--- config.mk ---
export PLATFORM = sky130hd
export DESIGN_NAME = arpc_head
export DESIGN_NICKNAME = d
export VERILOG_FILES = /design/src/design/arpc_pkg.sv /design/src/design/arpc_head.sv
export SDC_FILE = /design/constraint.sdc
export NUM_CORES = 1
export LEC_CHECK = 0
export BUFFER_PORTS_ARGS = -buffer_cell sky130_fd_sc_hd__buf_4
export CAP_MARGIN = 20
export CELL_PAD_IN_SITES_DETAIL_PLACEMENT = 1
export CELL_PAD_IN_SITES_GLOBAL_PLACEMENT = 1
export CORE_AREA = 2 2 166 168
export DETAILED_ROUTE_END_ITERATION = 10
export DIE_AREA = 0 0 168 170
export GPL_TIMING_DRIVEN = 0
export PLACE_DENSITY_LB_ADDON = 0.3
export SETUP_SLACK_MARGIN = 0.02
export SLEW_MARGIN = 0
export SYNTH_ARGS = -nofsm -noshare
export SYNTH_HDL_FRONTEND = slang
export SYNTH_SLANG_ARGS = --single-unit
--- constraint.sdc ---
create_clock -name vclk -period 3.5
set_clock_uncertainty 0.2 [all_clocks]
set_input_delay 0.35 -clock vclk [all_inputs]
set_output_delay 0.35 -clock vclk [all_outputs]
set_load 0.02 [all_outputs]
--- src/design/arpc_pkg.sv ---
// ----------------------------------------------------------------------------
// arpc_pkg
// Types, codes and constants shared by the ARP cache and responder modules.
// ----------------------------------------------------------------------------
package arpc_pkg;

    localparam int DEF_ENTRIES = 64;
    localparam int MAX_OUT     = 64;
    localparam int NREQ_W      = $clog2(MAX_OUT + 1);

    // Input item kinds
    localparam logic [1:0] KIND_PACKET = 2'd0;
    localparam logic [1:0] KIND_LOOKUP = 2'd1;
    localparam logic [1:0] KIND_TICK   = 2'd2;
    localparam logic [1:0] KIND_UNUSED = 2'd3;

    // Result kinds
    localparam logic [1:0] OUT_ANSWER  = 2'd0;
    localparam logic [1:0] OUT_REQUEST = 2'd1;
    localparam logic [1:0] OUT_REPLY   = 2'd2;

    // Lookup answer status
    localparam logic [1:0] ST_FOUND    = 2'd0;
    localparam logic [1:0] ST_NOTFOUND = 2'd1;
    localparam logic [1:0] ST_PENDING  = 2'd2;

    // Configuration register indexes
    localparam logic [2:0] CFG_OWN_IP        = 3'd0;
    localparam logic [2:0] CFG_OWN_MAC       = 3'd1;
    localparam logic [2:0] CFG_REFRESH_TICKS = 3'd2;
    localparam logic [2:0] CFG_RESOLVE_TICKS = 3'd3;
    localparam logic [2:0] CFG_RETRY_TICKS   = 3'd4;
    localparam logic [2:0] CFG_MAX_ATTEMPTS  = 3'd5;

    localparam logic [23:0] REFRESH_RST = 24'd10000;
    localparam logic [23:0] RESOLVE_RST = 24'd1000;
    localparam logic [23:0] RETRY_RST   = 24'd1000;
    localparam logic [3:0]  MAX_ATT_RST = 4'd3;

    // ARP header values accepted
    localparam logic [15:0] HW_ETHERNET = 16'h0001;
    localparam logic [15:0] PROTO_IPV4  = 16'h0800;
    localparam logic [7:0]  HW_ADDR_LEN = 8'd6;
    localparam logic [7:0]  IP_ADDR_LEN = 8'd4;
    localparam logic [15:0] OP_REQUEST  = 16'd1;
    localparam logic [15:0] OP_REPLY    = 16'd2;

    localparam logic [47:0] BCAST_MAC   = 48'hFFFF_FFFF_FFFF;
    localparam logic [3:0]  RETRIES_MAX = 4'd15;

    // Operations applied by the head unit to the slot passing through it
    localparam logic [1:0] HOP_PASS   = 2'd0;
    localparam logic [1:0] HOP_PACKET = 2'd1;
    localparam logic [1:0] HOP_LOOKUP = 2'd2;
    localparam logic [1:0] HOP_TICK   = 2'd3;

    typedef struct packed {
        logic        used;
        logic        valid;
        logic [3:0]  retries;
        logic        running;
        logic [23:0] left;
        logic [31:0] ip;
        logic [47:0] mac;
    } slot_t;

    typedef struct packed {
        logic [1:0]  op;
        logic        create;
        logic [31:0] sip;
        logic [47:0] smac;
        logic [23:0] refresh_ticks;
        logic [23:0] resolve_ticks;
        logic [23:0] retry_ticks;
        logic [3:0]  max_attempts;
    } head_ctrl_t;

    typedef struct packed {
        logic [1:0]  kind;
        logic [1:0]  status;
        logic [47:0] mac;
        logic [31:0] ip;
    } res_t;

endpackage

--- src/design/arpc_head.sv ---
// ----------------------------------------------------------------------------
// arpc_head
// Update unit at the head of the ring: rewrites the slot leaving cell zero.
// ----------------------------------------------------------------------------
module arpc_head
(
    input  arpc_pkg::head_ctrl_t ctrl,
    input  arpc_pkg::slot_t      slot_in,
    output arpc_pkg::slot_t      slot_out,
    output logic                 req_emit,
    output logic [47:0]          req_mac
);

    logic [3:0] retries_inc;

    assign retries_inc = (slot_in.retries == arpc_pkg::RETRIES_MAX) ?
                         arpc_pkg::RETRIES_MAX : slot_in.retries + 4'd1;
    assign req_mac     = slot_in.valid ? slot_in.mac : arpc_pkg::BCAST_MAC;

    always_comb
    begin
        slot_out = slot_in;
        req_emit = 1'b0;
        unique case (ctrl.op)
            arpc_pkg::HOP_PASS:
            begin
            end
            arpc_pkg::HOP_PACKET:
            begin
                if (ctrl.create)
                begin
                    slot_out.used = 1'b1;
                    slot_out.ip   = ctrl.sip;
                end
                slot_out.mac     = ctrl.smac;
                slot_out.valid   = 1'b1;
                slot_out.retries = '0;
                slot_out.running = 1'b1;
                slot_out.left    = ctrl.refresh_ticks;
            end
            arpc_pkg::HOP_LOOKUP:
            begin
                slot_out.running = 1'b1;
                slot_out.left    = ctrl.resolve_ticks;
            end
            default:
            begin
                if (slot_in.used && slot_in.running)
                begin
                    if (slot_in.left > 24'd1)
                    begin
                        slot_out.left = slot_in.left - 24'd1;
                    end
                    else if (retries_inc >= ctrl.max_attempts)
                    begin
                        // Give up on this entry.
                        slot_out.used    = 1'b0;
                        slot_out.valid   = 1'b0;
                        slot_out.retries = '0;
                        slot_out.running = 1'b0;
                        slot_out.left    = '0;
                    end
                    else
                    begin
                        req_emit         = 1'b1;
                        slot_out.retries = retries_inc;
                        slot_out.running = 1'b1;
                        slot_out.left    = ctrl.retry_ticks;
                    end
                end
            end
        endcase
    end

endmodule

# Word level (Yosys, flattened, before mapping)
# Index checks and enable logic that the tools add are counted.
[classes]
n_addsub = 2
mul = 0
n_div = 0
order_cmp = 2
n_eq_ne = 3
shifts = 0
muxes = 16
n_bitwise = 0
reduce_logical = 4
[ops]
columns = ["operator", "count"]
rows = [
  ["$mux W80", 1],
  ["$pmux W25 S3", 1],
  ["$mux W48", 1],
  ["$mux W32", 1],
  ["$mux W31", 1],
  ["$mux W29", 1],
  ["$gt A24 B1 Y1 const B", 1],
  ["$mux W24", 1],
  ["$sub A24 B1 Y24 const B", 1],
  ["$pmux W6 S2", 1],
  ["$mux W7", 1],
  ["$mux W1", 5],
  ["$add A4 B1 Y4 const B", 1],
  ["$eq A4 B4 Y1 const B", 1],
  ["$ge A4 B4 Y1", 1],
  ["$mux W4", 1],
  ["$reduce_or A3 Y1", 1],
  ["$eq A2 B1 Y1 const B", 1],
  ["$eq A2 B2 Y1 const B", 1],
  ["$logic_not A2 Y1", 1],
  ["$mux W2", 1],
  ["$reduce_or A2 Y1", 1],
  ["$logic_and A1 B1 Y1", 1],
]
[word_totals]
regBits = 0
latchBits = 0
ram_bits = 0
romBits = 0
in_bits = 270
elab_cells = 27
n_memories = 0

# Depth between registers and ports, before layout
# Gate-level depths: netlist of run 1.
[depth]
word_depth = 7
depth_mapped = 11
mapped_depth_nobuf = 10

# Worst setup path before layout of run 1
# No wires, ideal clock.
[synth_timing]
path_kind = "in2out"
from = "in slot_in[90] in the netlist's numbering"
to = "out slot_out[87] in the netlist's numbering"
t_arrival_ns = 2.755
required_ns = 2.950
slack_ns = 0.195
cell_stages = 9
n_path_buf = 3
path_cell_list = "or4_1 -> buf_2 -> or2_1 -> buf_2 -> or4_4 -> nor2_4 -> buf_6 -> nand2_1 -> a211oi_1"
[synth_rtl]
columns = ["element", "line_no", "rtl"]
rows = [
  ["from (decl)", "arpc_head.sv:8", "input arpc_pkg::slot_t slot_in,"],
  ["to (decl)", "arpc_head.sv:9", "output arpc_pkg::slot_t slot_out,"],
]

==> metrics.csv, run 1 <==
metric,value,unit
outcome,"finished, final reports clean",
residual DRC count,0,
Fin Setup TNS,0,ns
maximum VDD drop,52.1,µV
first-pass GRT wire length,39.3,mm
Min-Delay Path Class,input port to output pin,
Fin. Hold Viols,0,
core area,0.0267,mm²
RSZ-0062 raised after global routing,true,
DR vias/cell,4.34,
Die Wd,168,µm
period utilisation layout,97.8,%
hold slack final,0.798,ns
Slew HR,48.7,%
most frequent cells in the layout,"buf_4 (438), mux2_2 (81), nand2b_1 (51)",
sequential-to-total area share from yosys stat,0,%
DR vias,5364,
total grt overflow,0,
Final #Nets,1173,
die footprint,0.0286,mm²
initial antenna violation count,8,
Post-DRT Antenna Nets,0,
All-Layer GR Usage,18.4,%
port bufs,429,
GP Congestion,0.858,
Yosys warnings,0,
"commonest non-fill, non-tap cell in the layout",buf_4,
Cell Pwr Density,154,mW/mm²
Least-Margin Pin Slew,0.770,ns
First-pass DRT Iterations,4,
Worst setup SP type,input port,
Mapped Area,0.00314,mm²
DRT iter0 DRCs,192,
number of global-route vias before repair,5693,
placed cells,1223,
critical path class,input port to output pin,
post-layout util,26.1,%
share of cells above drive strength 1,61.6,%
Syn Inst Count,453,
max cap viols,0,
Placed Area,0.00678,mm²
largest net degree at the start of global routing,11,
Worst EP arrival,2.87,ns
minimum clock period,3.42,ns
starting density of the core,11.8,%
WP data required,2.95,ns
FF+latch area,0,µm²
maximum clock rate,292,MHz
average size of a mapped cell,6.92,µm²
Cell variety after synth,49,
synthesis-to-finish area growth,122,%
Filler cells,3266,
Routed WL per cell,22.5,µm
fin cells,1236,
WL final,27.8,mm
post-DP HPWL,24.6,mm
sequential cell count,0,
Lkg Pwr,0.00325,µW
crit-path max FO,10,
Mapped Nets,734,
Max Slew Vio Count,0,
IO Count,430,
fin area,0.00696,mm²
Die Ht,170,µm
row cnt,60,
area of the multi-input gates,0.00302,mm²
Crit. End Element,output pin,
CTS hold repair buffers,0,
clock buffer count,0,
endpoints failing setup,0,
[routing by layer]
layer | track usage, % | wire length, µm | share of wire, %
met1 | 21.5 | 10900 | 39
met2 | 33.6 | 14000 | 50
met3 | 5.79 | 2490 | 9.0
met4 | 2.68 | 426 | 1.5
met5 | 0 | 57 | 0.20
[Yosys cell counts, drive strengths merged]
cell,n,area [µm²]
a2111oi,1,8.76
a211oi,4,45.1
a21boi,2,15.0
a21o,1,7.51
a21oi,21,105
a221o,6,60.1
a221oi,20,181
a222oi,4,40.0
a22oi,3,22.5
a31o,2,17.5
a31oi,10,62.6
and2,4,25.0
and3,3,18.8
and4,1,8.76
buf,9,48.8
clkbuf,27,101
ha,11,138
inv,10,37.5
mux2,81,912
nand2,40,150
nand2b,51,319
nand3,16,80.1
nand4,2,12.5
nand4b,1,8.76
nor2,41,161
nor2b,1,6.26
nor3,8,40.0
nor3b,1,7.51
nor4,7,58.8
o211ai,3,22.5
o21a,6,45.0
o21ai,20,100
o22ai,5,31.3
o31ai,2,15.0
or2,3,18.8
or3,8,50.1
or4,7,56.3
xnor2,8,70.1
xor2,3,26.3
[repair_timing]
item                       4_1_cts  5_1_grt
pin swaps                        4        6
cloned                           0        0
gates resized for setup         15       10
setup buffers                    5        5
setup endpoints to repair       70       42
[layout make-up]
cell class | instances | share of cell area [%]
timing repair buffer | 439 | 47.4
buffer | 34 | 2.28
inverter | 10 | 0.539
antenna | 5 | 0.180
tap | 341 | 6.13
multi-input combinational | 407 | 43.5
[worst max-delay path, stage by stage]
cell      delay, ns
buf_4          0.13
or4_4          0.56
or3_4          0.40
or4_4          0.56
buf_2          0.23
a221oi_1       0.37
nor2_1         0.08
buf_4          0.17
[cell families after synthesis]
logic type	Yosys count	synth area share [%]
AOI/OAI and AO/OA	110	24.9
xor gates and xnor gates	11	3.07
adders and majority gates	11	4.39
buffers and inverters	46	5.99
muxes	81	29.1
and+or+nand+nor	194	32.6
[through the flow]
stage               total power (µW)  setup WS, ns
finish                          1070        0.0765
global route                    1140        0.0193
CTS                             1070        0.0171
detailed placement              1060        -0.328
global placement                1050        -0.295
floorplan                        464         0.195
[power breakdown]
part	leakage [µW]	total [µW]	internal, µW	switching, µW
sequential	0	0	0	0
clock	0.0000000317	0.000193	0.000193	0
combinational	0.00325	1070	527	542
[path summary, 6_finish.rpt]
check | cells after the start | slack, ns | start | endpoint
setup / recovery | 8 | 0.08 | slot_in[86] | slot_out[98]
hold / removal | 3 | 0.80 | slot_in[15] | req_mac[15]
Power figures use the tool's default switching activity.
==> run 2, diff against run 1 <==
Settings changed: CELL_PAD_IN_SITES_DETAIL_PLACEMENT 1 to 0, PLACE_DENSITY_LB_ADDON 0.3 to 0.1.
==> run 2 against run 1 <==
Compared with the run above: worst setup slack better by 0.017 ns; routed wire length down 3.8%; combinational power about the same; critical path depth up 3; sequential share of layout area unchanged; fmax up 0.49%; hold slack worse by 0.00083 ns; flip-flop and latch count unchanged; design area up 0.79%; utilization up 0.21 points; power down 0.99%; largest cell class unchanged.
==> metrics.csv, run 2 (synthesis gave the netlist of run 1 again) <==
metric,value,unit
total grt overflow,0,
All-Layer GR Usage,17.7,%
residual DRC count,0,
fin area,0.00701,mm²
Lkg Pwr,0.00327,µW
Post-DRT Antenna Nets,0,
largest net degree at the start of global routing,11,
post-DP HPWL,23.5,mm
CP max stage cell,or4_4,
CTS hold repair buffers,0,
Least-Margin Pin Slew,0.798,ns
number of global-route vias before repair,5519,
Worst setup SP type,input port,
CP bufs+invs,5,
clock buffer count,0,
IO Count,430,
DRT iter0 DRCs,189,
GP Congestion,0.800,
Worst EP arrival,2.86,ns
Cell Pwr Density,151,mW/mm²
FF+latch area,0,µm²
maximum clock rate,294,MHz
maximum VDD drop,55.8,µV
critical path class,input port to output pin,
Fin Setup TNS,0,ns
WL final,26.8,mm
DR vias/cell,4.20,
RSZ-0062 raised after global routing,true,
Min-Delay Path Class,input port to output pin,
most frequent cells in the layout,"buf_4 (437), mux2_2 (81), nand2b_1 (51)",
die footprint,0.0286,mm²
initial antenna violation count,0,
# diodes,0,
Crit. End Element,output pin,
endpoints failing setup,0,
period utilisation layout,97.3,%
outcome,"finished, final reports clean",
first-pass GRT wire length,38.0,mm
First-pass DRT Iterations,4,
minimum clock period,3.41,ns
crit-path max FO,7,
starting density of the core,11.8,%
Die Wd,168,µm
share of cells above drive strength 1,61.7,%
"Critical Path, Cell by Cell",buf_8 > or4_4 > buf_6 > or2_1 > buf_6 > or4_4 > nor2_4 > buf_8 > nand2_1 > a221oi_2 > buf_4,
Max Slew Vio Count,0,
"commonest non-fill, non-tap cell in the layout",buf_4,
core area,0.0267,mm²
Routed WL per cell,21.7,µm
Die Ht,170,µm
post-layout util,26.3,%
port bufs,429,
synthesis-to-finish area growth,124,%
WP data required,2.95,ns
Fin. Hold Viols,0,
Placed Area,0.00678,mm²
CP peak stage delay,0.55,ns
sequential cell count,0,
Final #Nets,1175,
row cnt,60,
DR vias,5175,
"delay-heaviest family, CP",simple AND/OR/NAND/NOR gates,
max cap viols,0,
Slew HR,46.8,%
-- run 2: changes by cell type in the layout (fill, tap and decap cells not counted), moves of 2 or more --
| cell | change |
|---|---|
| diode_2 | -5 |
| a221oi_1 | -4 |
| a221oi_2 | +3 |
| buf_6 | +2 |
-- run 2: cell type report --
cell class	count	area, µm²
Inverter	10	37.5
Multi-Input combinational cell	407	3050
Tap cell	341	427
Fill cell	3025	19600
Buffer	35	171
Timing Repair Buffer	440	3330
-- run 2: report_power, final --
group | switching (µW) | internal (µW)
logic | 531 | 527
clock network | 0 | 0
registers | 0 | 0
-- run 2: worst paths after layout --
check / from / end / slack (ns) / depth (start not counted)
max: slot_in[89] / slot_out[96] / 0.09 / 11
min: slot_in[38] / req_mac[38] / 0.80 / 3
-- run 2: repair_timing --
item                       CTS  global route
pin swaps                    1             9
cloned                       0             0
resized for setup           13            19
setup endpoints to repair   70            67
buffers inserted             3             8
-- run 2: stage by stage --
stage,power [µW],std cells,hold slack (ns),setup slack [ns]
floorplan,464,453,0.648,0.195
global placement,1050,1223,0.797,-0.380
detailed placement,1050,1223,0.797,-0.390
CTS,1060,1226,0.800,-0.0138
global route,1130,1233,0.810,0.00770
finish,1060,1233,0.797,0.0933
-- run 2: metal layers --
layer	track usage [%]	vias to the layer above	part of all wire (%)	wire, µm
met5	0	-	0	0
met4	0.189	0	0.38	103
met3	4.79	6	7.8	2080
met2	34.8	205	54	14400
met1	20.0	2396	38	10200
li1	-	2568	-	-
